File: src/hw/rtl/bpmpic_pkg.sv
// ----------------------------------------------------------------------------
// bpmpic_pkg
// Shared types, codes and constants of the beam position / intensity core.
// ----------------------------------------------------------------------------
`default_nettype none

package bpmpic_pkg;

    // Default electrode sample width
    localparam int SIGNAL_BITS_DEF = 16;

    // Width of the electrode ports
    localparam int ELECTRODE_W = 16;

    // Width of the Q1.15 quotient and of the positions
    localparam int Q_BITS = 16;

    // Intensity output width
    localparam int INTEN_W = 18;

    // Divider: quotient bits retired per stage and number of stages
    localparam int DIV_BPS    = 2;
    localparam int DIV_STAGES = Q_BITS / DIV_BPS;

    // Square root: radicand width, root bits per stage, stages
    localparam int RAD_W       = 32;
    localparam int SQRT_BPS    = 2;
    localparam int SQRT_STAGES = (RAD_W / 2) / SQRT_BPS;

    // Calibration polynomial latency
    localparam int CAL_LAT = 6;

    // Configuration port
    localparam int APB_ADDR_W = 3;
    localparam int APB_DATA_W = 32;
    localparam logic REG_CAL_MODE = 1'b0;

    typedef enum logic [1:0] {
        MODE_RAW   = 2'd0,
        MODE_SMALL = 2'd1,
        MODE_BIG   = 2'd2,
        MODE_OFF   = 2'd3
    } cal_mode_t;

    // Q8.16 polynomial coefficients: pos = h * (c0 + c2*h^2 + c4*h^4)
    typedef struct packed {
        logic signed [23:0] c0;
        logic signed [23:0] c2;
        logic signed [23:0] c4;
    } coef_t;

    localparam coef_t COEF_X = '{c0: 24'sd801505, c2: -24'sd124518, c4: 24'sd983040};
    localparam coef_t COEF_Y = '{c0: 24'sd1422131, c2: 24'sd3080192, c4: 24'sd0};
    localparam coef_t COEF_BIG = '{c0: 24'sd1245184, c2: 24'sd917504, c4: 24'sd0};

endpackage

`default_nettype wire

File: src/hw/rtl/bpmpic_calib.sv
// ----------------------------------------------------------------------------
// bpmpic_calib
// Odd calibration polynomial h*(c0 + c2*h^2 + c4*h^4): Q1.15 in, Q8.8 out,
// six register stages.
// ----------------------------------------------------------------------------
`default_nettype none

module bpmpic_calib (
    input  wire logic                               clk,
    input  wire logic                               en,
    input  wire logic signed [15:0]                 h,
    input  wire bpmpic_pkg::coef_t                  coef,
    output logic signed [15:0]                      pos
);

    logic signed [31:0] hsq_full;
    logic        [15:0] habs_next;
    logic        [15:0] h4;
    logic signed [40:0] p_full;
    logic        [53:0] mag;
    logic        [53:0] rnd;
    logic        [15:0] rmag;
    logic signed [15:0] pos_next;

    logic        [30:0] hsq_reg;
    logic        [15:0] h2_reg;
    logic        [30:0] h2sq_reg;
    logic signed [40:0] c2h2_reg;
    logic        [37:0] p_reg;
    logic        [34:0] pl_reg;
    logic        [34:0] ph_reg;
    logic        [15:0] habs_reg [4];
    logic               neg_reg  [5];
    logic signed [15:0] pos_reg;

    assign hsq_full  = h * h;
    assign habs_next = h[15] ? 16'(-h) : h;

    assign h4     = 16'((h2sq_reg + 31'd16384) >> 15);
    assign p_full = (41'(coef.c0) <<< 15) + c2h2_reg + coef.c4 * $signed({1'b0, h4});

    assign mag  = {ph_reg, 19'b0} + 54'(pl_reg);
    assign rnd  = mag + (54'(1) << 37);
    assign rmag = rnd[53:38];

    always_comb
    begin
        if (neg_reg[4])
        begin
            pos_next = (rmag > 16'd32768) ? -16'sd32768 : 16'(-$signed({1'b0, rmag}));
        end
        else
        begin
            pos_next = (rmag > 16'd32767) ? 16'sd32767 : $signed(rmag);
        end
    end

    always_ff @(posedge clk)
    begin
        if (en)
        begin
            hsq_reg     <= hsq_full[30:0];
            habs_reg[0] <= habs_next;
            neg_reg[0]  <= h[15];

            h2_reg      <= 16'((hsq_reg + 31'd16384) >> 15);
            habs_reg[1] <= habs_reg[0];
            neg_reg[1]  <= neg_reg[0];

            h2sq_reg    <= 31'(h2_reg * h2_reg);
            c2h2_reg    <= coef.c2 * $signed({1'b0, h2_reg});
            habs_reg[2] <= habs_reg[1];
            neg_reg[2]  <= neg_reg[1];

            p_reg       <= p_full[37:0];
            habs_reg[3] <= habs_reg[2];
            neg_reg[3]  <= neg_reg[2];

            pl_reg      <= habs_reg[3] * p_reg[18:0];
            ph_reg      <= habs_reg[3] * p_reg[37:19];
            neg_reg[4]  <= neg_reg[3];

            pos_reg     <= pos_next;
        end
    end

    assign pos = pos_reg;

endmodule

`default_nettype wire

File: config.mk
export PLATFORM = sky130hd
export DESIGN_NAME = bpmpic_calib
export DESIGN_NICKNAME = d
export VERILOG_FILES = /design/src/hw/rtl/bpmpic_pkg.sv /design/src/hw/rtl/bpmpic_calib.sv
export SDC_FILE = /design/constraint.sdc
export NUM_CORES = 2
export LEC_CHECK = 0
export BUFFER_PORTS_ARGS = -buffer_cell sky130_fd_sc_hd__buf_2
export CAP_MARGIN = 20
export CORE_ASPECT_RATIO = 0.9
export CORE_MARGIN = 4
export CORE_UTILIZATION = 50
export CTS_BUF_LIST = sky130_fd_sc_hd__clkbuf_16
export DETAILED_ROUTE_END_ITERATION = 8
export GPL_ROUTABILITY_DRIVEN = 0
export PLACE_DENSITY = 0.66
export SLEW_MARGIN = 30
export SYNTH_ARGS = -nofsm -noshare
export SYNTH_HDL_FRONTEND = slang
export SYNTH_SLANG_ARGS = --single-unit
export TNS_END_PERCENT = 30
File: constraint.sdc
create_clock -name clk -period 10.35 [get_ports clk]
set_input_delay 1.5525 -clock clk [delete_from_list [all_inputs] [get_ports clk]]
set_output_delay 1.5525 -clock clk [all_outputs]
set_load 0.01 [all_outputs]
* After elaboration in Yosys (flattened, before gate mapping)
Memories as Yosys holds them, arrays and structs flattened.
Index checks and enable logic that the tools add are counted.
** Operators by class
- Add/sub/neg operators :: 8
- Multipliers :: 6
- Order comparisons :: 2
- Mux-type cells :: 6
** Operators by type and width (number)
- $add 38x38->38 :: 2
- $mul 24x17->38 :: 2
- $mul 16x19->35 :: 2
- $mux 16 :: 4
- $add 31x15->31 const B :: 2
- $mul 16x16->31 :: 2
- $add 54x35->54 :: 1
- $add 54x38->54 const B :: 1
- $neg 16->16 :: 2
- $gt 16x15->1 const B :: 1
- $gt 16x16->1 const B :: 1
- $mux 1 :: 2
** Word-level totals
- Register bits :: 240
- Bits in writable memories :: 69
- Bits of input ports :: 90
- Logic and storage cells :: 32
- Memories :: 2
** Memory list
- habs_reg :: words 4, width 16, read ports 4, clocked after Yosys merged registers in 0, write ports 4, line bpmpic_calib.sv:32 : logic [15:0] habs_reg [4];
- neg_reg :: words 5, width 1, read ports 5, clocked after Yosys merged registers in 0, write ports 5, line bpmpic_calib.sv:33 : logic neg_reg [5];

* Longest topological paths before layout
- Depth after elaboration :: 5
- Depth in mapped cells :: 30
- Mapped depth without buffers :: 28

* Worst setup path before layout
OpenSTA, ideal clock, no wires.
- Path type :: in2reg
- Start :: in h[3]
- End :: reg hsq_reg[30], data pin
- Data arrival time :: 7420 ps
- Data required time :: 10084 ps
- Path slack :: 2664 ps
- Stages :: 24
- Path through :: clkbuf_1 > clkbuf_1 > nand2_1 > fa_1 > inv_1 > fa_1 > inv_1 > fa_1 > inv_1 > fa_1 > inv_1 > fa_1 > inv_1 > fa_1 > ha_1 > a211oi_1 > nand2_1 > or3_1 > a211oi_1 > nor2_1 > a41oi_1 > o21ai_0 > o41ai_1 > xnor2_1
** On the way
- Word-level cells in the longest chain between the ends :: 1
** Ends and longest elaborated chain
- start: declaration :: line bpmpic_calib.sv:11 : input wire logic signed [15:0] h,
- $mul 16x16->31 :: line bpmpic_calib.sv:36 : assign hsq_full = h * h;
- named net hsq_full[30] :: line bpmpic_calib.sv:16 : logic signed [31:0] hsq_full;
- end signal: assignment :: line bpmpic_calib.sv:62 : hsq_reg <= hsq_full[30:0];
- end: declaration :: line bpmpic_calib.sv:25 : logic [30:0] hsq_reg;
The timed path passes the listed nets, and every way through them passes these cells.
A chain may end at the register's enable or synchronous reset.

* Final worst setup path
- Start :: reg h2sq_reg[14]
- End :: reg p_reg[37], data pin
** On the way
- Word-level cells in the longest chain between the ends :: 3
** Ends and longest elaborated chain
- start: declaration :: line bpmpic_calib.sv:27 : logic [30:0] h2sq_reg;
- start signal: assignment :: line bpmpic_calib.sv:70 : h2sq_reg <= 31'(h2_reg * h2_reg);
- $add 31x15->31 :: line bpmpic_calib.sv:39 : assign h4 = 16'((h2sq_reg + 31'd16384) >> 15);
- $mul 24x17->38 :: line bpmpic_calib.sv:40 : assign p_full = (41'(coef.c0) <<< 15) + c2h2_reg + coef.c4 * $signed({1'b0, h4});
- $add 38x38->38 :: line bpmpic_calib.sv:40
- named net p_full[37] :: line bpmpic_calib.sv:19 : logic signed [40:0] p_full;
- end signal: assignment :: line bpmpic_calib.sv:75 : p_reg <= p_full[37:0];
- end: declaration :: line bpmpic_calib.sv:29 : logic [37:0] p_reg;
The timed path passes the listed nets, and every way through them passes these cells.

==> flow_summary.json <==
{
  "synthArstFlopShare": 0,
  "die_w_um": 409,
  "wl_um": 165000,
  "path_common_cell": "fa_1",
  "worstSetupPathDepth": 28,
  "synth_top_area_frac": 0.454,
  "crit_path_end_kind": "flip-flop",
  "drc": 0,
  "cts_hold_buf": 0,
  "avgSynthCellArea_sq_um": 9.50,
  "dieArea_sq_mm": 0.151,
  "grt_pass1_wl_um": 281000,
  "crit_family": "adder cells",
  "critical_path.max_fanout": 14,
  "cts-root-buf": "clkbuf_16",
  "hold_class": "reg2reg",
  "synth_ff_type": "edfxtp_1",
  "placed_area_sq_mm": 0.0751,
  "io_pins": 106,
  "rsz0062_at_grt": "false",
  "post_cts_buffers": 0,
  "max-slew-margin-rel": 0.346,
  "required_ps": 10630,
  "synth_cells": 7635,
  "setup_violations": 0,
  "numCtsBuffers": 34,
  "firstDrtPassIters": 6,
  "vias": 49100,
  "worstSetupPathType": "reg2reg",
  "yosys.cell_types.count": 81,
  "hpwl_um": 132000,
  "grt-ovfl-total": 0,
  "yosys_warnings": 0,
  "antenna_found_initial": 7,
  "clockBufferDepth": 3,
  "synth_edf_count": 262,
  "design_area_sq_mm": 0.0762,
  "cp_slowest_cell": "xor2_2",
  "ctsResizeCount": 0,
  "arrival_ps": 8590,
  "clock_latency_ps": 580,
  "synth_area_sq_mm": 0.0725,
  "use_met2": 0.382,
  "core_area_sq_mm": 0.144,
  "grt_use_met3": 0.0432,
  "worstRegToRegCells": 28,
  "die_height_um": 369,
  "hold_violations": 0,
  "ant_nets": 0,
  "largest_reg_flops": 63,
  "synth_seq_cells": 262,
  "fillers": 13000,
  "area_growth_syn_to_layout_pct": 5.12,
  "placed_cells": 9461,
  "grt_max_degree": 158,
  "fin_crit_ps": 8310,
  "final_cells": 9522,
  "grt_busiest_layer": "met2",
  "cpPeakStageDelay_ps": 640,
  "min_delay_path_depth": 0,
  "wire_per_inst_um": 17.3,
  "avgViaCountPerCell": 5.16,
  "report.final.slew_viol_count": 0,
  "use_met1": 0.315,
  "start_util": 0.503,
  "ys_top_cells_by_area": "fa_1 45%, edfxtp_1 11%, ha_1 11%, inv_1 10%, nand2_1 5.3%",
  "final_nets": 9903,
  "drtIter0Drc": 2721,
  "max_freq_ghz": 0.120,
  "synth_fp_nets": 9984,
  "fin_setup_tns_ps": 0,
  "grtUsageTotal": 0.229,
  "drive_above_1_share": 0.0364,
  "finalClockSkew_ps": 21.0,
  "ys_seq_area_frac": 0.109,
  "cts_tree": "built",
  "max_cap_violations": 0,
  "worst_pin_slew_ps": 981,
  "yosysTopAreaCell": "fa_1",
  "port_buffers": 104,
  "cts_htree_levels": 2,
  "fin_crit_sh": 0.803,
  "crit_buf_inv": 5,
  "row_count": 132,
  "clock_sinks": 262,
  "grt_pass1_vias": 54800,
  "status": "finished clean",
  "cts.reportedPaths.clkPinSlew_ps": 60,
  "critPathLaunchType": "flip-flop"
}
-- cell type report --
| class | instances | area (sq um) | share of cell area |
|---|---|---|---|
| diodes | 1 | 2.50 | 0.0000328 |
| clock buffers | 34 | 851 | 0.0112 |
| clock inverters | 26 | 294 | 0.00386 |
| inverters | 2007 | 7530 | 0.0988 |
| multi-input cells | 5074 | 56100 | 0.737 |
| flip-flops and latches | 262 | 7870 | 0.103 |
| well taps | 1943 | 2430 | 0.0319 |
| repair buffers | 175 | 1100 | 0.0144 |
-- Yosys cell counts, drive strengths merged, types with 23 or more instances --
cell type / instances
a211oi: 27
a21o: 46
a21oi: 115
a31oi: 23
and2: 613
clkbuf: 288
edfxtp: 262
fa: 1645
ha: 614
inv: 2006
nand2: 1023
nand3: 51
nand4: 26
nor2: 181
nor2b: 74
nor3: 47
o21a: 31
o21ai: 97
xnor2: 179
xor2: 56
-- layout by cell type (no fill, tap or decap), types with 8 or more instances in the layout --
cell type and count:
clkbuf_16 34, a21o_1 46, a21oi_1 115, o211ai_1 17
a211o_1 8, nand3_1 51, and3_1 18, a31oi_1 20
nand2_1 1022, o31ai_1 8, nand2b_1 18, fa_1 1645
xnor2_1 172, nor3_1 47, xor2_1 51, o21bai_1 13
edfxtp_1 262, nand4_1 26, and2_1 612, inv_1 2012
o21ai_0 95, a211oi_1 26, nor2b_1 74, buf_4 64
o21a_1 31, ha_1 614, nor2_1 180, or3_1 15
or2_2 10, buf_2 103, a21boi_0 12
-- per-layer routing --
| layer | wire length [um] | up-vias |
|---|---|---|
| li1 | - | 22300 |
| met1 | 71800 | 25100 |
| met2 | 78000 | 1463 |
| met3 | 11500 | 222 |
| met4 | 3270 | 4 |
| met5 | 27 | - |
-- worst reg2reg max path, delay by kind of cell, from the launching register on --
family,cells,cell delay (ps)
adder cells (fa/ha/maj),8,3490
buffers and inverters,5,250
AO/OA/AOI/OAI,5,1590
flip-flops,1,370
AND/OR/NAND/NOR,8,1520
XOR/XNOR,2,800
-- metrics by stage --
step,setup WS (ps),utilization,hold WS (ps)
floorplan,2660,-,400
global placement,1910,0.521,401
detailed placement,1900,0.521,405
CTS,1910,0.529,416
global route,1490,0.529,423
finish,2040,0.529,415
-- cell families (layout without fill, tap and decap cells) --
family	count (synthesis)	after routing	synth area share
simple gates	2104	2104	0.139
mux	8	8	0.00117
xor+xnor	235	235	0.0284
buf+inv	2299	2242	0.119
compound gates	468	468	0.0438
fa+ha+maj	2259	2259	0.560
other cells	0	1	0
flops	262	262	0.109
-- worst paths after layout --
| path | startpoint | slack (ps) | to |
|---|---|---|---|
| max reg2reg | h2sq_reg[14] | 2040 | p_reg[37] |
| min reg2reg | habs_reg[1][4] | 410 | habs_reg[2][4] |
| max | h2sq_reg[14] | 2040 | p_reg[37] |
| min | habs_reg[1][4] | 410 | habs_reg[2][4] |
Power is left out: the tool's default activity adds up to more than one toggle a clock period on the data nets, which glitch-free logic cannot reach.
