--- src/hw/rtl/bpmpic_pkg.sv ---
// ----------------------------------------------------------------------------
// bpmpic_pkg
// Shared types, codes and constants of the beam position / intensity core.
// ----------------------------------------------------------------------------
`default_nettype none

package bpmpic_pkg;

    // Default electrode sample width
    localparam int SIGNAL_BITS_DEF = 16;

    // Width of the electrode ports
    localparam int ELECTRODE_W = 16;

    // Width of the Q1.15 quotient and of the positions
    localparam int Q_BITS = 16;

    // Intensity output width
    localparam int INTEN_W = 18;

    // Divider: quotient bits retired per stage and number of stages
    localparam int DIV_BPS    = 2;
    localparam int DIV_STAGES = Q_BITS / DIV_BPS;

    // Square root: radicand width, root bits per stage, stages
    localparam int RAD_W       = 32;
    localparam int SQRT_BPS    = 2;
    localparam int SQRT_STAGES = (RAD_W / 2) / SQRT_BPS;

    // Calibration polynomial latency
    localparam int CAL_LAT = 6;

    // Configuration port
    localparam int APB_ADDR_W = 3;
    localparam int APB_DATA_W = 32;
    localparam logic REG_CAL_MODE = 1'b0;

    typedef enum logic [1:0] {
        MODE_RAW   = 2'd0,
        MODE_SMALL = 2'd1,
        MODE_BIG   = 2'd2,
        MODE_OFF   = 2'd3
    } cal_mode_t;

    // Q8.16 polynomial coefficients: pos = h * (c0 + c2*h^2 + c4*h^4)
    typedef struct packed {
        logic signed [23:0] c0;
        logic signed [23:0] c2;
        logic signed [23:0] c4;
    } coef_t;

    localparam coef_t COEF_X = '{c0: 24'sd801505, c2: -24'sd124518, c4: 24'sd983040};
    localparam coef_t COEF_Y = '{c0: 24'sd1422131, c2: 24'sd3080192, c4: 24'sd0};
    localparam coef_t COEF_BIG = '{c0: 24'sd1245184, c2: 24'sd917504, c4: 24'sd0};

endpackage

`default_nettype wire

--- src/hw/rtl/bpmpic_isqrt.sv ---
// ----------------------------------------------------------------------------
// bpmpic_isqrt
// Pipelined digit-by-digit square root of a 32-bit radicand, two root bits
// per stage, rounded to nearest at the output.
// ----------------------------------------------------------------------------
`default_nettype none

module bpmpic_isqrt (
    input  wire logic                                clk,
    input  wire logic                                en,
    input  wire logic [bpmpic_pkg::RAD_W-1:0]        rad,
    output logic      [bpmpic_pkg::RAD_W/2-1:0]      root
);

    localparam int RW  = bpmpic_pkg::RAD_W;
    localparam int OW  = RW / 2;
    localparam int XW  = OW + 2;
    localparam int NST = bpmpic_pkg::SQRT_STAGES;
    localparam int BPS = bpmpic_pkg::SQRT_BPS;

    logic [RW-1:0] rad_reg [NST-1];
    logic [XW-1:0] x_reg   [NST];
    logic [OW-1:0] r_reg   [NST];

    for (genvar i = 0; i < NST; i++) begin : g_st
        logic [RW-1:0] rad_src;
        logic [XW-1:0] x_src;
        logic [OW-1:0] r_src;
        logic [RW-1:0] rad_next;
        logic [XW-1:0] x_next;
        logic [OW-1:0] r_next;

        if (i == 0) begin : g_first
            assign rad_src = rad;
            assign x_src   = '0;
            assign r_src   = '0;
        end
        else begin : g_rest
            assign rad_src = rad_reg[i-1];
            assign x_src   = x_reg[i-1];
            assign r_src   = r_reg[i-1];
        end

        always_comb
        begin
            logic [XW+1:0] xs;
            logic [XW+1:0] t;
            rad_next = rad_src;
            x_next   = x_src;
            r_next   = r_src;
            for (int j = 0; j < BPS; j++)
            begin
                xs       = {x_next, rad_next[RW-1:RW-2]};
                rad_next = {rad_next[RW-3:0], 2'b00};
                t        = (XW+2)'({r_next, 2'b01});
                if (xs >= t)
                begin
                    xs     = xs - t;
                    r_next = {r_next[OW-2:0], 1'b1};
                end
                else
                begin
                    r_next = {r_next[OW-2:0], 1'b0};
                end
                x_next = xs[XW-1:0];
            end
        end

        always_ff @(posedge clk)
        begin
            if (en)
            begin
                x_reg[i] <= x_next;
                r_reg[i] <= r_next;
            end
        end

        if (i < NST-1) begin : g_carry
            always_ff @(posedge clk)
            begin
                if (en)
                begin
                    rad_reg[i] <= rad_next;
                end
            end
        end
    end

    // Remainder above the root means the true root lies past the half point
    assign root = r_reg[NST-1] + OW'(x_reg[NST-1] > XW'(r_reg[NST-1]));

endmodule

`default_nettype wire

--- config.mk ---
export PLATFORM = sky130hd
export DESIGN_NAME = bpmpic_isqrt
export DESIGN_NICKNAME = d
export VERILOG_FILES = /design/src/hw/rtl/bpmpic_pkg.sv /design/src/hw/rtl/bpmpic_isqrt.sv
export SDC_FILE = /design/constraint.sdc
export NUM_CORES = 1
export LEC_CHECK = 0
export ABC_AREA = 1
export BUFFER_PORTS_ARGS = -buffer_cell sky130_fd_sc_hd__buf_2
export CORE_UTILIZATION = 57
export CTS_CLUSTER_SIZE = 28
export DETAILED_ROUTE_END_ITERATION = 10
export PLACE_DENSITY = 0.72
export SKIP_CTS_REPAIR_TIMING = 1
export SLEW_MARGIN = 5
export SYNTH_ARGS = -nofsm -noshare
export SYNTH_HDL_FRONTEND = slang
export SYNTH_SLANG_ARGS = --single-unit
--- constraint.sdc ---
create_clock -name clk -period 6.3 [get_ports clk]
set_clock_uncertainty 0.2 [all_clocks]
set_input_delay 0.315 -clock clk [delete_from_list [all_inputs] [get_ports clk]]
set_output_delay 0.315 -clock clk [all_outputs]
set_load 0.01 [all_outputs]
Word level (Yosys, flattened, before mapping)
Memories as Yosys holds them, arrays and structs flattened.
Cells that the tools add are included.

storage, ports and cells
  memories kept = 3
  flip-flop bits (word level) = 0
  output and inout port bits = 16
  memory bits (writable) = 468
  word-level logic and storage cells = 71

operators by class
  magnitude comparators = 17
  add/subtract/negate cells = 17
  muxes and demuxes = 34

memories
  memory   words  width  rd ports  clocked after Yosys merged registers in  write ports  RTL line            source
  rad_reg  7      28     7         0                                        7            bpmpic_isqrt.sv:21  logic [RW-1:0] rad_reg [NST-1];
  x_reg    8      18     8         0                                        8            bpmpic_isqrt.sv:22  logic [XW-1:0] x_reg [NST];
  r_reg    8      16     8         0                                        8            bpmpic_isqrt.sv:23  logic [OW-1:0] r_reg [NST];

operators by type and width
  kind                                                                                 count
  18-bit two-way mux                                                                   16
  20-bit by 18-bit greater-or-equal comparator with 1-bit output                       14
  18-bit subtractor                                                                    14
  20-bit by 3-bit greater-or-equal comparator with 1-bit output                        1
  18-bit by 16-bit greater-than comparator with 1-bit output                           1
  1-bit two-way mux                                                                    18
  18-bit by 3-bit subtractor with 18-bit output                                        1
  16-bit by 1-bit adder with 16-bit output                                             1
  2-bit by 1-bit subtractor with 3-bit output, second input constant                   1
  2-bit by 1-bit greater-or-equal comparator with 1-bit output, second input constant  1

Logic depth before layout (Yosys ltp)
Gate-level depths: netlist of run 1.
An unclocked memory read counts as a cell.

  depth after elaboration = 5
  depth in mapped cells = 29
  depth with buffers taken out = 26

Worst setup path before layout of run 1
Ideal clock, no wire load.

  path type = register to register
  start = memory rad_reg[5][26] (netlist name)
  end = memory x_reg[1][36] (netlist name) (data pin)
  setup slack = 2.514 ns
  buffers on the path = 2
  arrival = 3.333 ns
  cell stages (with the launch flop) = 26
  path through = edfxtp_1 -> inv_1 -> ha_1 -> nand3b_1 -> nand2_1 -> nand2_1 -> nand2_2 -> nand3_1 -> nand2_2 -> buf_1 -> nand3_1 -> o21ai_0 -> inv_1 -> ha_1 -> nand2_1 -> nor2_1 -> nand4_1 -> o21ai_0 -> inv_1 -> nor2_1 -> nor2_1 -> nand2_2 -> inv_2 -> buf_2 -> nand2_1 -> nand2_1

RTL lines
  what                RTL line
  start: declaration  bpmpic_isqrt.sv:21
  end: declaration    bpmpic_isqrt.sv:22

==> impl_metrics.ini, run 1 <==
[run_status]
status = complete, no violations

[global_routing]
grt_overflow = 0
grt_pass1_vias = 19215
grt_pass1_wl_mm = 98.4
gr-usage-all-layers_pct = 28.4
grt_start_max_net_pins = 141
antenna_found_initial = 0

[critical_path]
crit_top_cell = nand2_1
cp.required_ns = 6.41
startpoint = r_reg[1][27]
worstReg2RegStart = r_reg[1][27]
cp-endpoint = x_reg[1][36]
cp_data_arrival_time_ns = 5.02
critPathLaunchType = flip-flop
worstSetupEndpointType = flip-flop
r2r_cells = 22
r2r_end = x_reg[1][36]
slowest_delay_ns = 0.47
path_max_fanout = 23
crit_type = flip-flop to flip-flop
cp_slowest_cell = inv_1
worstPathCellList = inv_1, ha_1, a21oi_1, nand2_1, nor2_1, nand2_1, nor2_2, nand2_2, inv_1, o21ai_0, ha_1, nand2_1, nor2_1, nand4_1, o21ai_0, inv_1, nor2_1, nor2_1, nand2_2, inv_2, nand2_1, nand2_1
r2r_slack_ns = 1.39

[timing]
hold_viol = 0
fin_crit_ns = 4.91
tns_ns = 0
setup_viol = 0
slew_violations = 0
timing.fmax_mhz = 204
worst_pin_slew_ns = 0.854
fin_ws_ns = 1.39
fin_crit_sh_pct = 77.9
slew_headroom_pct = 43.1
rsz0062_at_grt = false

[yosys]
ys_async_sr_fraction_pct = 0
synth_top_area_share_pct = 39.8
synth_area_leader_cell = edfxtp_1
netlist_top_cells_area = edfxtp_1 (40%), nand2_1 (14%), ha_1 (8.8%)
synth_cells = 3119
synth_ff_type = edfxtp_1
syn_area_um2 = 24100
avgSynthCellArea_um2 = 7.74
synth_edf_count = 320
yosys_warnings = 0
yosysUniqueCellTypes = 62
synth_seq_cells = 320
ys_seq_area_share_pct = 39.8

[route]
wl_per_cell_um = 16.3
ant_nets = 0
drcViolationCount = 0
vias = 20706
first_iter_violations = 1758
vias_per_cell = 5.48
drt-total-wl_mm = 61.4
drtPass1Iterations = 5

[hold_path]
hold_path.class = primary input to flip-flop

[place]
dp_slack_ns = 1.37
gp_congestion = 0.973
io_buffers = 49
dpl.hpwl_mm = 47.5
dpl_cell_area_um2 = 24900

[clock_tree]
cts_tree = done
cts_max_level = 2
clockBufferDepth = 3
clk_latency_ns = 0.56
cts_num_sinks = 320
numCtsBuffers = 37
clk_pin_slew_ns = 0.06
root_buffer = clkbuf_16

[floorplanning]
die_h_um = 208
die_area_um2 = 43200
num_io_pins = 50
die-width_um = 208
start_util_pct = 57.7
coreArea_um2 = 41900
rows = 75

[layout]
finalInstanceArea_um2 = 26400
final_nets = 3415
final_layout_size_suffix_gt1_share_pct = 8.12
diodes = 0
syn2layout_area_growth_pct = 9.47
largest_reg_flops = 136

[pwr]
power_uw = 9580
peakVddDrop_mv = 0.281
p_leak_uw = 0.0125
p_per_area_nw_per_um2 = 363

[job]
drv_cap = 0
==> cell usage in the layout, fill, tap and decap left out, types with 17 or more instances in the layout <==
| cell | count |
|---|---|
| nand2_1 | 931 |
| inv_1 | 444 |
| edfxtp_1 | 320 |
| nor2_1 | 262 |
| nand3_1 | 229 |
| ha_1 | 169 |
| a21oi_1 | 149 |
| o21ai_0 | 116 |
| xor2_1 | 88 |
| nand4_1 | 50 |
| buf_2 | 48 |
| clkbuf_16 | 39 |
| xnor2_1 | 38 |
| nor3_1 | 31 |
| dlygate4sd3_1 | 31 |
| nand2_2 | 30 |
| nor2_2 | 21 |
| nand3_2 | 18 |
| nand3b_1 | 17 |
| inv_2 | 17 |
==> logic make-up after synthesis <==
family | Yosys count | share of synthesized area (%)
other | 1 | 0.0155
buffers and inverters | 493 | 8.18
AND/OR/NAND/NOR | 1647 | 30.1
AO/OA/AOI/OAI | 362 | 8.56
XOR/XNOR | 127 | 4.64
flip-flops | 320 | 39.8
adder cells (fa/ha/maj) | 169 | 8.76
==> layer usage <==
layer | vias to the layer above | global-route usage, % | share of wire, %
met3 | 98 | 3.06 | 5.8
met5 | - | 0 | 0
met1 | 9561 | 42.4 | 49
li1 | 10448 | - | -
met2 | 599 | 43.0 | 43
met4 | 0 | 9.22 | 2.6
==> stage by stage <==
stage | hold WS [ns] | cells | util [%]
5_1_grt | 0.0254 | 3778 | 63.2
2_1_floorplan | 0.200 | 3120 | -
4_1_cts | -0.300 | 3747 | 62.4
3_5_place_dp | 0.205 | 3681 | 59.4
3_3_place_gp | 0.200 | 3681 | 59.4
6_report | 0.0132 | 3778 | 63.2
==> layout make-up <==
type	instances	area [µm²]
Tap cell	539	674
Fill cell	3736	15400
Timing Repair Buffer	82	593
Clock buffer	44	995
Clock inverter	22	249
Multi-Input combinational cell	2307	12600
Inverter	464	1750
Sequential cell	320	9610
==> synth_stat cells, types with 17 or more instances <==
| master | number |
|---|---|
| a21oi_1 | 149 |
| edfxtp_1 | 320 |
| ha_1 | 169 |
| inv_1 | 444 |
| inv_2 | 17 |
| nand2_1 | 931 |
| nand2_2 | 30 |
| nand3_1 | 229 |
| nand3_2 | 18 |
| nand3b_1 | 17 |
| nand4_1 | 50 |
| nor2_1 | 262 |
| nor2_2 | 21 |
| nor3_1 | 31 |
| o21ai_0 | 116 |
| xnor2_1 | 38 |
| xor2_1 | 88 |
==> worst min path at each step <==
stage | startpoint | end | slack, ns | cells after the start
2_1_floorplan | rad_reg[0][6] | rad_reg[1][10] | 0.20 | 0
3_3_place_gp | rad_reg[5][23] | rad_reg[6][27] | 0.20 | 0
3_5_place_dp | rad_reg[0][23] | rad_reg[1][27] | 0.20 | 0
4_1_cts | rad[7] | rad_reg[0][7] | -0.30 | 1
5_1_grt | rad[28] | x_reg[0][0] | 0.03 | 3
6_report | rad[28] | x_reg[0][0] | 0.01 | 3
==> where the power goes <==
part	switching [µW]	internal (µW)	leakage, µW
clock network	890	1340	0.000602
registers	256	2850	0.00306
logic	2810	1430	0.00887
==> worst max-delay path, delay by kind of cell, from the launching register on <==
family / cells / cell delay, ns
simple gates: 13 / 1.77
fa+ha+maj: 2 / 0.71
buf+inv: 4 / 0.92
compound gates: 3 / 0.64
flops: 1 / 0.40
Note: power is estimated with default switching activity, not from simulation.
==> run 2, diff against run 1 <==
- clock period: 6.3 -> 4.8 ns (I/O delays scaled with it)
==> run 2 against run 1 <==
Core utilization is 0.51 points higher; worst hold slack better by 0.18 ns; critical endpoint is now x_reg[1][40]; first-iteration DRC count is 9.5% lower; register-to-register slack worse by 1.1 ns; sequential cell count stayed put; cell area is 0.81% higher; clock power is 28% higher; fmax is 9.1% higher; final cell count is 0.71% higher; total power is 31% higher; die area stayed put; critical path depth is 1 lower.
==> impl_metrics.ini, run 2 (synthesis results as in run 1) <==
[run_status]
status = complete, no violations

[pwr]
power_uw = 12500
p_leak_uw = 0.0126
peakVddDrop_mv = 0.371
p_per_area_nw_per_um2 = 471

[clock_tree]
numCtsBuffers = 38
clk_pin_slew_ns = 0.06
cts_tree = done
root_buffer = clkbuf_16
cts_max_level = 2
clk_latency_ns = 0.57
clockBufferDepth = 3
cts_num_sinks = 320

[floorplanning]
die_area_um2 = 43200
die-width_um = 208
die_h_um = 208
num_io_pins = 50
coreArea_um2 = 41900
rows = 75
start_util_pct = 57.7

[global_routing]
met1_usage_pct = 42.5
grt_start_max_net_pins = 116
met2_usage_pct = 42.8
grt_pass1_vias = 18923
antenna_found_initial = 1
use_met3_pct = 3.66
grt.busiest_layer = met2
gr-usage-all-layers_pct = 28.3
grt_pass1_wl_mm = 97.6
grt_overflow = 0

[layout]
final_common_cell = nand2_1
final_cell_mix = nand2_1 (931), inv_1 (443), edfxtp_1 (320), nor2_1 (261), nand3_1 (228)
largest_reg_flops = 136
final_layout_size_suffix_gt1_share_pct = 8.88
syn2layout_area_growth_pct = 10.4
final_nets = 3439
diodes = 0

[route]
drt-total-wl_mm = 62.2
vias_per_cell = 5.46
vias = 20779
drtPass1Iterations = 6
first_iter_violations = 1591
ant_nets = 0
wl_per_cell_um = 16.4
drcViolationCount = 0

[timing]
fin_crit_ns = 4.50
setup_viol = 0
timing.fmax_mhz = 222
rsz0062_at_grt = false
fin_crit_sh_pct = 93.8
worst_pin_slew_ns = 0.679
tns_ns = 0
hold_viol = 0
slew_headroom_pct = 54.3
slew_violations = 0

[job]
drv_cap = 0

[critical_path]
worstPathCellList = inv_1, ha_1, a21oi_1, nand2_1, nor2_1, nand2_1, nor2_2, nand2_4, buf_6, nand3_1, nand2_1, ha_1, a21o_1, a21oi_1, a21boi_0, nand2_1, nor2_1, nand2_2, buf_4, nand2_1, nand2_1
cp_data_arrival_time_ns = 4.58
path_max_fanout = 18
cp_slowest_cell = edfxtp_1
worstSetupEndpointType = flip-flop
slowest_delay_ns = 0.42
crit_type = flip-flop to flip-flop
critPathLaunchType = flip-flop
r2r_cells = 21
cp.required_ns = 4.87
crit_top_cell = nand2_1

[place]
io_buffers = 49
gp_congestion = 0.980
dpl.hpwl_mm = 48.5

[hold_path]
hold_path.class = primary input to flip-flop
worstHoldPathCells = 2
-- run 2: layout make-up --
class / count / area, µm²
multi-input combinational: 2307 / 12600
clock buffer: 44 / 1040
timing repair inverter: 1 / 7.51
fill: 3712 / 15200
sequential: 320 / 9610
inverter: 464 / 1750
timing repair buffer: 104 / 782
clock inverter: 26 / 198
tap: 539 / 674
-- run 2: per-stage QoR --
stage	util, %	hold slack [ns]	std cells	instance area, µm²	setup slack [ns]
3_3_place_gp	59.7	0.200	3694	25000	0.101
5_1_grt	63.7	0.185	3805	26600	0.00219
4_1_cts	62.7	-0.377	3764	26200	0.102
2_1_floorplan	-	0.139	3120	24200	1.01
3_5_place_dp	59.7	0.205	3694	25000	0.104
6_report	63.7	0.188	3805	26600	0.297
-- run 2: power breakdown --
part | leakage (µW) | internal [µW] | switching [µW]
sequential | 0.00306 | 3750 | 342
clock | 0.000603 | 1660 | 1190
combinational | 0.00897 | 1920 | 3690
total | 0.0126 | 7320 | 5220
-- run 2: final timing paths --
kind / start / endpoint / slack, ns
max: r_reg[1][27] / x_reg[1][40] / 0.30
min: rad[6] / rad_reg[0][6] / 0.19
max reg2reg: r_reg[1][27] / x_reg[1][40] / 0.30
min reg2reg: rad_reg[1][6] / rad_reg[2][10] / 0.21
-- run 2: worst max-delay path, delay by kind of cell, from the launching register on --
family | cells | cell delay [ns]
flip-flops | 1 | 0.42
AND/OR/NAND/NOR | 12 | 1.35
adder cells (fa/ha/maj) | 2 | 0.68
AO/OA/AOI/OAI | 4 | 0.98
buffers and inverters | 3 | 0.54
-- run 2: layer usage --
layer	vias up	part of all wire, %
met4	0	2.1
met5	-	0
met2	601	43
met3	85	6.4
li1	10521	-
met1	9572	49
