==> src/hw/rtl/bpmpic_pkg.sv <==
// ----------------------------------------------------------------------------
// bpmpic_pkg
// Shared types, codes and constants of the beam position / intensity core.
// ----------------------------------------------------------------------------
`default_nettype none

package bpmpic_pkg;

    // Default electrode sample width
    localparam int SIGNAL_BITS_DEF = 16;

    // Width of the electrode ports
    localparam int ELECTRODE_W = 16;

    // Width of the Q1.15 quotient and of the positions
    localparam int Q_BITS = 16;

    // Intensity output width
    localparam int INTEN_W = 18;

    // Divider: quotient bits retired per stage and number of stages
    localparam int DIV_BPS    = 2;
    localparam int DIV_STAGES = Q_BITS / DIV_BPS;

    // Square root: radicand width, root bits per stage, stages
    localparam int RAD_W       = 32;
    localparam int SQRT_BPS    = 2;
    localparam int SQRT_STAGES = (RAD_W / 2) / SQRT_BPS;

    // Calibration polynomial latency
    localparam int CAL_LAT = 6;

    // Configuration port
    localparam int APB_ADDR_W = 3;
    localparam int APB_DATA_W = 32;
    localparam logic REG_CAL_MODE = 1'b0;

    typedef enum logic [1:0] {
        MODE_RAW   = 2'd0,
        MODE_SMALL = 2'd1,
        MODE_BIG   = 2'd2,
        MODE_OFF   = 2'd3
    } cal_mode_t;

    // Q8.16 polynomial coefficients: pos = h * (c0 + c2*h^2 + c4*h^4)
    typedef struct packed {
        logic signed [23:0] c0;
        logic signed [23:0] c2;
        logic signed [23:0] c4;
    } coef_t;

    localparam coef_t COEF_X = '{c0: 24'sd801505, c2: -24'sd124518, c4: 24'sd983040};
    localparam coef_t COEF_Y = '{c0: 24'sd1422131, c2: 24'sd3080192, c4: 24'sd0};
    localparam coef_t COEF_BIG = '{c0: 24'sd1245184, c2: 24'sd917504, c4: 24'sd0};

endpackage

`default_nettype wire

==> src/hw/rtl/bpmpic_div.sv <==
// ----------------------------------------------------------------------------
// bpmpic_div
// Pipelined restoring divider: quo = floor((mag*2^15 + den/2) / den),
// two quotient bits per stage. Requires mag <= den.
// ----------------------------------------------------------------------------
`default_nettype none

module bpmpic_div #(
    parameter int DW = 18
) (
    input  wire logic                              clk,
    input  wire logic                              en,
    input  wire logic [DW-1:0]                     mag,
    input  wire logic [DW-1:0]                     den,
    output logic      [bpmpic_pkg::Q_BITS-1:0]     quo
);

    localparam int QW  = bpmpic_pkg::Q_BITS;
    localparam int NST = bpmpic_pkg::DIV_STAGES;
    localparam int BPS = bpmpic_pkg::DIV_BPS;

    logic [DW+QW-1:0] numer;

    logic [DW-1:0] rem_reg [NST-1];
    logic [QW-1:0] low_reg [NST-1];
    logic [DW-1:0] den_reg [NST-1];
    logic [QW-1:0] q_reg   [NST];

    assign numer = (DW+QW)'({mag, {(QW-1){1'b0}}}) + (DW+QW)'(den >> 1);

    for (genvar i = 0; i < NST; i++) begin : g_st
        logic [DW-1:0] rem_src;
        logic [QW-1:0] low_src;
        logic [QW-1:0] q_src;
        logic [DW-1:0] den_src;
        logic [DW-1:0] rem_next;
        logic [QW-1:0] low_next;
        logic [QW-1:0] q_next;

        if (i == 0) begin : g_first
            assign rem_src = numer[DW+QW-1:QW];
            assign low_src = numer[QW-1:0];
            assign q_src   = '0;
            assign den_src = den;
        end
        else begin : g_rest
            assign rem_src = rem_reg[i-1];
            assign low_src = low_reg[i-1];
            assign q_src   = q_reg[i-1];
            assign den_src = den_reg[i-1];
        end

        always_comb
        begin
            logic [DW:0] t;
            rem_next = rem_src;
            low_next = low_src;
            q_next   = q_src;
            for (int j = 0; j < BPS; j++)
            begin
                t        = {rem_next, low_next[QW-1]};
                low_next = {low_next[QW-2:0], 1'b0};
                if (t >= {1'b0, den_src})
                begin
                    t      = t - {1'b0, den_src};
                    q_next = {q_next[QW-2:0], 1'b1};
                end
                else
                begin
                    q_next = {q_next[QW-2:0], 1'b0};
                end
                rem_next = t[DW-1:0];
            end
        end

        always_ff @(posedge clk)
        begin
            if (en)
            begin
                q_reg[i] <= q_next;
            end
        end

        if (i < NST-1) begin : g_carry
            always_ff @(posedge clk)
            begin
                if (en)
                begin
                    rem_reg[i] <= rem_next;
                    low_reg[i] <= low_next;
                    den_reg[i] <= den_src;
                end
            end
        end
    end

    assign quo = q_reg[NST-1];

endmodule

`default_nettype wire

==> config.mk <==
export PLATFORM = sky130hd
export DESIGN_NAME = bpmpic_div
export DESIGN_NICKNAME = d
export VERILOG_FILES = /design/src/hw/rtl/bpmpic_pkg.sv /design/src/hw/rtl/bpmpic_div.sv
export SDC_FILE = /design/constraint.sdc
export NUM_CORES = 1
export LEC_CHECK = 0
export ABC_AREA = 1
export BUFFER_PORTS_ARGS = -buffer_cell sky130_fd_sc_hd__buf_2
export CAP_MARGIN = 20
export CELL_PAD_IN_SITES_DETAIL_PLACEMENT = 1
export CELL_PAD_IN_SITES_GLOBAL_PLACEMENT = 2
export CORE_UTILIZATION = 40
export CTS_BUF_LIST = sky130_fd_sc_hd__clkbuf_2 sky130_fd_sc_hd__clkbuf_4 sky130_fd_sc_hd__clkbuf_8
export CTS_CLUSTER_SIZE = 20
export DETAILED_ROUTE_END_ITERATION = 8
export PLACE_DENSITY_LB_ADDON = 0.15
export SETUP_SLACK_MARGIN = 0.1
export SYNTH_ARGS = -nofsm -noshare
export SYNTH_HDL_FRONTEND = slang
export SYNTH_SLANG_ARGS = --single-unit
==> constraint.sdc <==
create_clock -name clk -period 8.4 [get_ports clk]
set_input_delay 2.52 -clock clk [delete_from_list [all_inputs] [get_ports clk]]
set_output_delay 2.52 -clock clk [all_outputs]
set_load 0.01 [all_outputs]
### Word level (Yosys, flattened, before mapping)

Memories as Yosys holds them, arrays and structs flattened.
Cells that the tools add are included.

* memories: 4
* register bits: 0
* memory bits (writable): 478

* muxes and demuxes: 33
* $lt $le $gt $ge: 16
* add/subtract/negate cells: 16

Memory list
* q_reg: depth 8, bits a word 16, read ports 8, clocked after Yosys merged registers in 0, wr ports 8, line bpmpic_div.sv:27 `logic [QW-1:0] q_reg [NST];`
* den_reg: depth 7, bits a word 18, read ports 7, clocked after Yosys merged registers in 0, wr ports 7, line bpmpic_div.sv:26 `logic [DW-1:0] den_reg [NST-1];`
* rem_reg: depth 7, bits a word 18, read ports 7, clocked after Yosys merged registers in 0, wr ports 7, line bpmpic_div.sv:24 `logic [DW-1:0] rem_reg [NST-1];`
* low_reg: depth 7, bits a word 14, read ports 7, clocked after Yosys merged registers in 0, wr ports 7, line bpmpic_div.sv:25 `logic [QW-1:0] low_reg [NST-1];`

Operator list (number)
* 19-bit by 18-bit greater-or-equal comparator with 1-bit output: 16
* 18-bit two-way mux: 15
* 18-bit subtractor: 15
* 33-bit by 17-bit adder with 34-bit output: 1
* 1-bit two-way mux: 18

### Logic depth before layout (Yosys ltp)

Gate-level depths: netlist of run 1.

* depth after elaboration: 5
* depth in mapped cells: 40

### Least setup slack after synthesis of run 1

No wires, ideal clock.

* path type: in2reg
* start: input port mag[0]
* end: memory rem_reg[0][8] (data pin)
* setup time: 0.252 ns
* stages on the path: 38
* buffers on the path: 2
* slack: 1.304 ns
* arrival time: 6.844 ns
* cell sequence: ha_1 > inv_1 > fa_1 > inv_1 > nand2_1 > nor2_2 > nand3b_2 > nor2_1 > xnor2_1 > inv_1 > ha_1 > nand2_1 > nor2_1 > nand2_1 > nor2_1 > nand3_1 > nand3_1 > nor2_1 > [2 not listed] > nand2_1 > o21ai_0 > ha_1 > a21oi_1 > nand2_1 > nand2_1 > nand2_1 > nand2_1 > nand2_1 > nand2_1 > nand2_1 > nand2_1 > nand2_1 > nand2_2 > nand3_2 > buf_4 > nand2_1 > nand2_1

RTL lines
* start, declared: line bpmpic_div.sv:13 `input wire logic [DW-1:0] mag,`
* end, declared: line bpmpic_div.sv:24

==> results of run 1 <==
[stage by stage]
stage	worst slack (ns)	cell area [um2]
finish	0.8546	30940
global placement	0.5358	29700
floorplan	1.304	28440
global route	0.4193	30940
detailed placement	0.2866	29700
CTS	1.011	30930
[worst reg2reg max path, cell delays in order, from the launching register on]
cell	delay (ns)
edfxtp_1	0.44
inv_1	0.22
ha_1	0.33
nand2_1	0.10
nand2_1	0.10
o21bai_1	0.18
a21oi_1	0.16
nand3_1	0.11
nor2_2	0.81
o21ai_0	0.47
ha_1	0.48
nand2_1	0.11
a21oi_1	0.07
nor2_1	0.09
nand2_1	0.16
nand2_1	0.11
nand2_1	0.12
nand2_1	0.10
nand2_1	0.05
nand2_1	0.05
nand2_1	0.06
nand2_2	0.33
nand2_4	0.24
nand2_1	0.13
nand2_1	0.11
[path summary, 6_finish.rpt]
kind / end / slack [ns]
worst max-delay path: rem_reg[0][4]$_DFFE_PP_ / 0.85
worst min-delay path: q_reg[1][60]$_DFFE_PP_ / 0.42
worst max register to register: rem_reg[1][16]$_DFFE_PP_ / 2.99
worst min register to register: q_reg[1][60]$_DFFE_PP_ / 0.42
[layer usage]
layer / track usage (%) / vias to the layer above
met1: 37.09 / 12100
met4: 5.544 / 0
met3: 2.557 / 92
met2: 43.30 / 326
li1: - / 12720
met5: 0 / -
[cells by family (layout without fill, tap and decap cells)]
family | count (synthesis) | in the layout
buf+inv | 515 | 644
compound gates | 507 | 507
fa+ha+maj | 306 | 306
simple gates | 1916 | 1916
other cells | 0 | 5
xor+xnor | 206 | 206
flops | 324 | 324
[layout make-up]
cell class,instances,share of cell area (%)
diodes,5,0.04043
inverters,472,5.742
clock buffers,75,3.053
clock inverters,33,0.9381
well taps,940,3.801
multi-input cells,2935,53.75
flip-flops and latches,324,31.44
repair buffers,64,1.237
[cells in the final DEF, fill, tap and decap left out, drive strengths merged, types with 4 or more instances in the layout]
master  synthesis  routed
bufinv          0       4
diode           0       5
xnor2         122     122
or2             5       5
inv           472     474
nand3         293     293
nor3           32      32
nor2          244     244
xor2           84      84
fa             16      16
o21ai         176     176
o21a            6       6
nand4          30      30
buf            40      64
a21boi         10      10
a21o           26      26
clkbuf          3      75
a31oi          18      18
ha            290     290
o21bai         24      24
a21oi         239     239
nand3b         40      40
nand2        1267    1267
edfxtp        324     324
clkinv          0      25
==> results.md, run 1 <==
* Yosys top cell area share at 34.21%
* Synth Net Count at slightly above 4k
* Synthesized instance count at 3774
* Standard-cell rows at 97
* Fmax at approximately 0.13 GHz
* Synth top cells by count: nand2_1, inv_1, edfxtp_1, nand3_1, ha_1
* Die Area at roughly 72000 um2
* Crit. End Element: flip-flop
* CP startpoint: den[16]
* Clk Tree Root Cell: clkbuf_8
* I/O Buffers at 53
* Worst setup SP type: primary input
* Multi-input combinational cell area at 16630 um2
* CTS tree: done
* Biggest cell delay along the critical path at 0.45 ns
* Gates resized, CTS repair at 0
* Worst-case reg-to-reg path depth at 24
* Post-layout util at 44.11%
* Worst Tran Pin Value at around 1.1 ns
* Grt ovf at 0
* Stages on the worst setup path at 38
* Die Wd at 268.7 um
* Asr flop ratio synth at 0%
* YS warnings at 0
* Final WL at between 90000 and 100000 um
* Iter 0 DRT Violations at 1340
* Count leader, synth: nand2_1
* Sink Count at 324
* Initial Util at around 41%
* Total CTS buffers at 61
* Detailed Routing Iterations Pass 1 at 5
* Clk_lat worst skew at 0.69 ns
* Total setup buffers inserted after CTS at 0
* Fillers at around 9k
* Largest family of logic cells by synthesized area: simple AND/OR/NAND/NOR gates
* Setup_tns at 0 ns
* Mapped cell area at between 20000 and 30000 um2
* Final min period at around 7.5 ns
* GR Util All Layers at about a quarter
* First-pass GRT wire length at approximately 150000 um
* Metal-1 WL at 46280 um
* Synth Area per Inst at 7.536 um2
* Clock buffer depth at 3
* Count of non-filler cells in the finished layout at slightly below 5k
* Hold violation count in the final report at 0
* Vias at 25.24k
* Tightest Hold Check Type: reg -> reg
* Met2 wire len at 43340 um
* Placer Congestion at ~0.9
* H-tree Lvls at 2
* Die Ht at 268.7 um
* Setup CP Type: in -> reg
* Mux contribution to synthesized area at 0%
* WHS at 0.4161 ns
* CP max FO at 13
* Crit-path most repeated cell: nand2_1
* Reg clk slew, reported paths at about 0.070 ns
* Hold path depth at 0
* Clock Skew at 0.03885 ns
* Met3 routed WL at 2978 um
* Core area at 70150 um2
* Area contributors post-synth: edfxtp_1, nand2_1, ha_1
* Number of flops mapped to enable cells by yosys at 324
* Synth area leader: edfxtp_1
* DP HPWL at 78210 um
* Post-synthesis register bit count at 324
* DR vias/cell at ~5.2
* I/O pins at 54
* Cts hold-fix bufs at 0
* Period Utilization, post-route at 89.83%
* Vias in the first global route at 26.04k
* Netlist cell types at 45
* Setup-failing EPs final at 0
* Adder-Cell Fraction of Synth Area at 13.88%
* Seq/Total Area, Yosys at 34.21%
* Synth Flop Type: edfxtp_1
* Worst r2r src: den_reg[0][14]$_DFFE_PP_
* Placed cells at 4735
* Max-slew headroom at 29.79%
* CP top delay family: simple AND/OR/NAND/NOR gates
* Residual DRC at 0
* Synth-to-layout area growth at 8.798%
* Outcome: complete, no violations
* Worst EP required at 8.84 ns
* Bufs and invs on worst path at 6
* Max Used Layer: met4
* Share of cells above drive strength 1 at 5.842%
* Compound-gate portion of the synthesized area at around a tenth
* RSZ-0062 raised after global routing: false
* Register Area at a little under 10000 um2
* Slew Viols, Final at 0
* Xor/xnor share of the synthesized area at 6.343%
* CP max-delay cell: fa_1
* Fin nets at ~4.2k
* Crit path arrival time at 7.98 ns
* Pin count of the biggest net entering global routing at 155
* Max-cap viol count at 0
* Post-route ant nets at 0
* Synth Area in Simple Gates at 28.38%
* Hold_sp: q_reg[1][42]$_DFFE_PP_
* Initial antenna violation count at 1
* Routed len/inst at 19.45 um
Power of run 1 is left out: the tool's default activity adds up to more than one toggle a clock period on the data nets, which glitch-free logic cannot reach.
==> inputs of run 2 (changes only) <==
==> constraint.sdc (replaced) <==
create_clock -name clk -period 7.85 [get_ports clk]
set_input_delay 2.355 -clock clk [delete_from_list [all_inputs] [get_ports clk]]
set_output_delay 2.355 -clock clk [all_outputs]
set_load 0.01 [all_outputs]
==> run 2 against run 1 <==
Cell count about the same. Sequential share of layout area is 0.061 points higher. First-iteration DRC count increased by 4.7%. Register-to-register slack worse by 0.52 ns. Design area is 0.19% lower. Clock skew down 0.019 ns. Worst hold slack about the same. Setup slack got worse by 0.13 ns. Critical path type unchanged. Critical endpoint is now rem_reg[0][13]$_DFFE_PP_.
==> results.md, run 2 (synthesis gave the netlist of run 1 again) <==
* Outcome: complete, no violations
* Biggest cell delay along the critical path at 0.39 ns (-0.06 ns)
* Worst EP required at 8.29 ns (-0.55 ns)
* Tightest Hold Check Type: reg -> reg
* DR vias/cell at 5.220 (+0.27%)
* Die Area at 72180 um2 (unchanged)
* Clk_lat worst skew at 0.69 ns (about the same)
* Period Utilization, post-route at 90.78%
* Die Ht at 268.7 um (unchanged)
* I/O pins at 54 (unchanged)
* Vias in the first global route at 25.97k (-0.24%)
* Sink Count at 324 (unchanged)
* Commonest non-fill, non-tap cell in the layout: nand2_1
* Core area at 70150 um2 (unchanged)
* Grt ovf at 0 (unchanged)
* Vias at 25.32k (+0.31%)
* Clock Skew at 0.01989 ns (-0.01896 ns)
* Worst setup SP type: primary input
* Standard-cell rows at 97 (unchanged)
* CTS tree: done
* Fmax at around 0.14 GHz
* Commonest non-fill, non-tap cells in the layout: nand2_1, inv_1, edfxtp_1
* Gates resized, CTS repair at 0 (unchanged)
* Residual DRC at 0 (unchanged)
* Max-slew headroom at 27.94% (-1.8 points)
* H-tree Lvls at 2 (unchanged)
* I/O Buffers at 53 (unchanged)
* Max-cap viol count at 0 (unchanged)
* Setup CP Type: in -> reg
* Crit path arrival time at 7.57 ns (-0.41 ns)
* Clk Tree Root Cell: clkbuf_8
* Crit-path most repeated cell: nand2_1
* CP max-delay cell: fa_1
* Initial Util at 40.55% (unchanged)
* Placer Congestion at 0.9070 (+0.31%)
* Setup-failing EPs final at 0 (unchanged)
* Post-route ant nets at 0 (unchanged)
* Total CTS buffers at 59 (-3.3%)
* CP max FO at 11 (-2)
* Pin count of the biggest net entering global routing at 163 (+5.2%)
* Placed cells at 4741 (+0.13%)
* RSZ-0062 raised after global routing: false
* Iter 0 DRT Violations at 1403 (+4.7%)
* Slew Viols, Final at 0 (unchanged)
* Final min period at approximately 7 ns
* GR Util All Layers at 25.86% (-0.39 points)
* Total setup buffers inserted after CTS at 0 (unchanged)
* Fin nets at 4206 (+0.095%)
* Initial antenna violation count at 1 (unchanged)
* Detailed Routing Iterations Pass 1 at 5 (unchanged)
* First-pass GRT wire length at 145800 um (-1.3%)
* DP HPWL at 77220 um (-1.3%)
* Final WL at 92730 um (-1.6%)
* Share of cells above drive strength 1 at 5.858% (+0.017 points)
* Crit. End Element: flip-flop
* Die Wd at 268.7 um (unchanged)
* Reg clk slew, reported paths at 0.07 ns (about the same)
* Cts hold-fix bufs at 0 (unchanged)
* Routed len/inst at 19.12 um (-1.7%)
* Count of non-filler cells in the finished layout at 4850 (+0.041%)
* Worst Tran Pin Value at 1.081 ns (+0.02885 ns)
* Setup_tns at 0 ns (unchanged)
* Hold violation count in the final report at 0 (unchanged)
* Clock buffer depth at 3 (unchanged)
* Synth-to-layout area growth at 8.587%
## run 2: area by class of cell
type                            instances  area [um2]
Fill cell                            8946       39270
Multi-Input combinational cell       2935       16630
Sequential cell                       324        9729
Inverter                              472        1777
Tap cell                              940        1176
Clock buffer                           74       924.6
Timing Repair Buffer                   70       427.9
Clock inverter                         34       215.2
Antenna cell                            1       2.502
## run 2: path summary, 6_finish.rpt
check,startpoint,cells past startpoint,endpoint,slack [ns]
setup / recovery,den[16],33,rem_reg[0][13]$_DFFE_PP_,0.72
hold reg to reg,q_reg[1][38]$_DFFE_PP_,0,q_reg[1][56]$_DFFE_PP_,0.42
hold / removal,q_reg[1][38]$_DFFE_PP_,0,q_reg[1][56]$_DFFE_PP_,0.42
setup reg to reg,den_reg[0][14]$_DFFE_PP_,18,rem_reg[1][10]$_DFFE_PP_,2.47
## run 2: routing by layer
metal  part of all wire [%]  track usage (%)
met5                      0                0
met4                    1.9            6.066
met3                    3.3            2.393
met2                     45            42.25
met1                     49            36.72
## run 2: critical path, delay by kind of cell
kind                       cells  cell delay [ns]
AOI/OAI and AO/OA              4             0.81
xor gates and xnor gates       2             0.35
adders and majority gates      4             1.29
buffers and inverters          6             0.70
and+or+nand+nor               17             2.05
## run 2: stage by stage
stage	cell area, um2	utilization [%]	hold WS, ns	worst slack [ns]
final	30880	44.03	0.4158	0.7235
after global routing	30880	44.03	0.4224	0.2154
after CTS	30880	44.02	0.4170	0.7870
after detailed placement	29740	42.40	0.4052	0.1148
after global placement	29740	42.40	0.4026	0.2927
after floorplan	28440	-	0.4003	0.9191
Power of run 2 is left out for the same reason.
==> inputs of run 3 (changes only) <==
--- a/config.mk
+++ b/config.mk
@@ -6,14 +6,15 @@
 export NUM_CORES = 1
 export LEC_CHECK = 0
 export ABC_AREA = 1
-export BUFFER_PORTS_ARGS = -buffer_cell sky130_fd_sc_hd__buf_2
 export CAP_MARGIN = 20
 export CELL_PAD_IN_SITES_DETAIL_PLACEMENT = 1
 export CELL_PAD_IN_SITES_GLOBAL_PLACEMENT = 2
+export CORE_MARGIN = 2
 export CORE_UTILIZATION = 40
 export CTS_BUF_LIST = sky130_fd_sc_hd__clkbuf_2 sky130_fd_sc_hd__clkbuf_4 sky130_fd_sc_hd__clkbuf_8
 export CTS_CLUSTER_SIZE = 20
 export DETAILED_ROUTE_END_ITERATION = 8
+export DONT_BUFFER_PORTS = 1
 export PLACE_DENSITY_LB_ADDON = 0.15
 export SETUP_SLACK_MARGIN = 0.1
 export SYNTH_ARGS = -nofsm -noshare
==> run 3 against run 2 <==
Design area decreased by 0.98%. Count of clock-buffer cells in the layout decreased by 7. Largest cell class unchanged. Non-clock buffer count decreased by 60. Routed wire length increased by 2.1%. Flip-flop and latch count unchanged. Worst hold slack got worse by 0.023 ns. First-iteration DRC count decreased by 29%.
==> results.md, run 3 (synthesis gave the netlist of run 1 again) <==
* Outcome: complete, no violations
* First-pass GRT wire length at 149100 um (+2.3%)
* Setup CP Type: in -> reg
* RSZ-0062 raised after global routing: false
* Setup-failing EPs final at 0 (unchanged)
* Commonest non-fill, non-tap cell in the layout: nand2_1
* Clk_lat worst skew at 0.68 ns (about the same)
* Period Utilization, post-route at 90.54% (-0.25 points)
* Detailed Routing Iterations Pass 1 at 5 (unchanged)
* I/O Buffers at 0 (-100%)
* Share of cells above drive strength 1 at 4.246% (-1.6 points)
* Commonest non-fill, non-tap cells in the layout: nand2_1, inv_1, edfxtp_1
* Reg2reg setup slack at 2.36 ns (-0.11 ns)
* Hold path depth at 0 (unchanged)
* Placer Congestion at 0.8937 (-1.5%)
* Clock Skew at 0.04449 ns (+0.02461 ns)
* GR Util All Layers at 25.79% (-0.067 points)
* Final WL at 94710 um (+2.1%)
* Post-route ant nets at 0 (unchanged)
* Cts hold-fix bufs at 0 (unchanged)
* Synth-to-layout area growth at 7.527%
* Routed len/inst at 19.81 um (+3.6%)
* Initial Util at 40.48% (-0.070 points)
* Placed cells at 4681 (-1.3%)
* Sink Count at 324 (unchanged)
* Grt ovf at 0 (unchanged)
* Hold_sp: q_reg[1][20]$_DFFE_PP_
* I/O pins at 54 (unchanged)
* DR vias/cell at 5.287 (+1.3%)
* Worst setup margin at 0.7428 ns (+0.01928 ns)
* Slew Viols, Final at 0 (unchanged)
* Crit-path most repeated cell: nand2_1
* CP max FO at 17 (+6)
* Hold violation count in the final report at 0 (unchanged)
* Hold Path End: q_reg[1][38]$_DFFE_PP_
* Count of non-filler cells in the finished layout at 4780 (-1.4%)
* DP HPWL at 78720 um (+1.9%)
* Die Area at 73250 um2 (+1.5%)
* Clock buffer depth at 3 (unchanged)
* Clk Tree Root Cell: clkbuf_8
* Worst EP required at 8.27 ns (-0.02 ns)
* Tightest Hold Check Type: reg -> reg
* Fin nets at 4144 (-1.5%)
* Final min period at 7.107 ns (-0.01928 ns)
* Standard-cell rows at 97 (unchanged)
* Iter 0 DRT Violations at 1001 (-29%)
* Core area at 70270 um2 (+0.17%)
* Worst Tran Pin Value at 1.062 ns (-0.01937 ns)
* CP max-delay cell: o21ai_0
* Max-cap viol count at 0 (unchanged)
* Vias in the first global route at 26.78k (+3.1%)
* Crit path arrival time at 7.52 ns (-0.05 ns)
* Gates resized, CTS repair at 0 (unchanged)
* Post-layout util at 43.52% (-0.51 points)
* Fillers at 8790 (-1.7%)
* Total CTS buffers at 57 (-3.4%)
* Worst-case reg-to-reg path depth at 25 (+7)
* Vias at 25.27k (-0.19%)
* Die Wd at 270.7 um (+0.74%)
* CTS tree: done
* Worst r2r dst: rem_reg[1][6]$_DFFE_PP_
* Residual DRC at 0 (unchanged)
* Max-slew headroom at 29.23% (+1.3 points)
* Die Ht at 270.7 um (+0.74%)
* Fmax at 0.1407 GHz (+0.27%)
* Worst r2r src: den_reg[0][14]$_DFFE_PP_
* Total setup buffers inserted after CTS at 0 (unchanged)
* Reg clk slew, reported paths at 0.07 ns (about the same)
* DP Worst Slack at 0.09947 ns (-0.01531 ns)
* Setup_tns at 0 ns (unchanged)
* Crit. End Element: flip-flop
* Biggest cell delay along the critical path at 0.50 ns (+0.11 ns)
* Worst setup SP type: primary input
* H-tree Lvls at 2 (unchanged)
* Pin count of the biggest net entering global routing at 325 (+99%)
* Initial antenna violation count at 1 (unchanged)
==> run 3: changes by cell type in the layout (fill, tap and decap cells not counted), sizes merged <==
cell    change
inv         -2
clkbuf      -7
bufinv      +4
clkinv      -5
buf        -60
==> run 3: through the flow <==
step | hold WS, ns | cell area, um2
6_report | 0.3925 | 30580
5_1_grt | 0.4014 | 30580
4_1_cts | 0.3962 | 30580
3_5_place_dp | 0.4062 | 29400
3_3_place_gp | 0.4003 | 29400
2_1_floorplan | 0.4003 | 28440
==> run 3: critical path, delay by kind of cell <==
kind / cells / cell delay, ns
simple gates: 24 / 2.49
fa+ha+maj: 4 / 1.25
compound gates: 2 / 0.64
buf+inv: 4 / 0.49
xor+xnor: 1 / 0.28
==> run 3: per-layer routing <==
layer | vias up | share of wire [%] | routed length (um) | track usage (%)
li1 | 12570 | - | - | -
met2 | 325 | 50 | 47360 | 46.94
met4 | 0 | 4.3 | 4031 | 10.44
met1 | 12220 | 44 | 41390 | 31.30
met5 | - | 0 | 0 | 0
met3 | 159 | 2.0 | 1924 | 2.121
==> run 3: area by class of cell <==
class / instances / area (um2) / share of cell area, %
multi-input cells: 2935 / 16630 / 54.38
flip-flops and latches: 324 / 9729 / 31.81
inverters: 472 / 1777 / 5.809
well taps: 940 / 1176 / 3.846
clock buffers: 67 / 872.1 / 2.852
clock inverters: 31 / 309.0 / 1.011
repair buffers: 10 / 87.58 / 0.2864
diodes: 1 / 2.502 / 0.008182
==> run 3: how the worst max path moves through the flow <==
| stage | depth (start not counted) | to | start | slack (ns) |
|---|---|---|---|---|
| CTS | 35 | rem_reg[0][7]$_DFFE_PP_ | mag[0] | 0.79 |
| detailed placement | 35 | rem_reg[0][5]$_DFFE_PP_ | mag[0] | 0.1 |
| global placement | 35 | rem_reg[0][9]$_DFFE_PP_ | mag[0] | 0.27 |
| global route | 38 | rem_reg[0][7]$_DFFE_PP_ | mag[0] | 0.33 |
| finish | 35 | rem_reg[0][7]$_DFFE_PP_ | mag[0] | 0.74 |
| floorplan | 38 | rem_reg[0][8]$_DFFE_PP_ | mag[0] | 0.92 |
Power of run 3 is left out for the same reason.
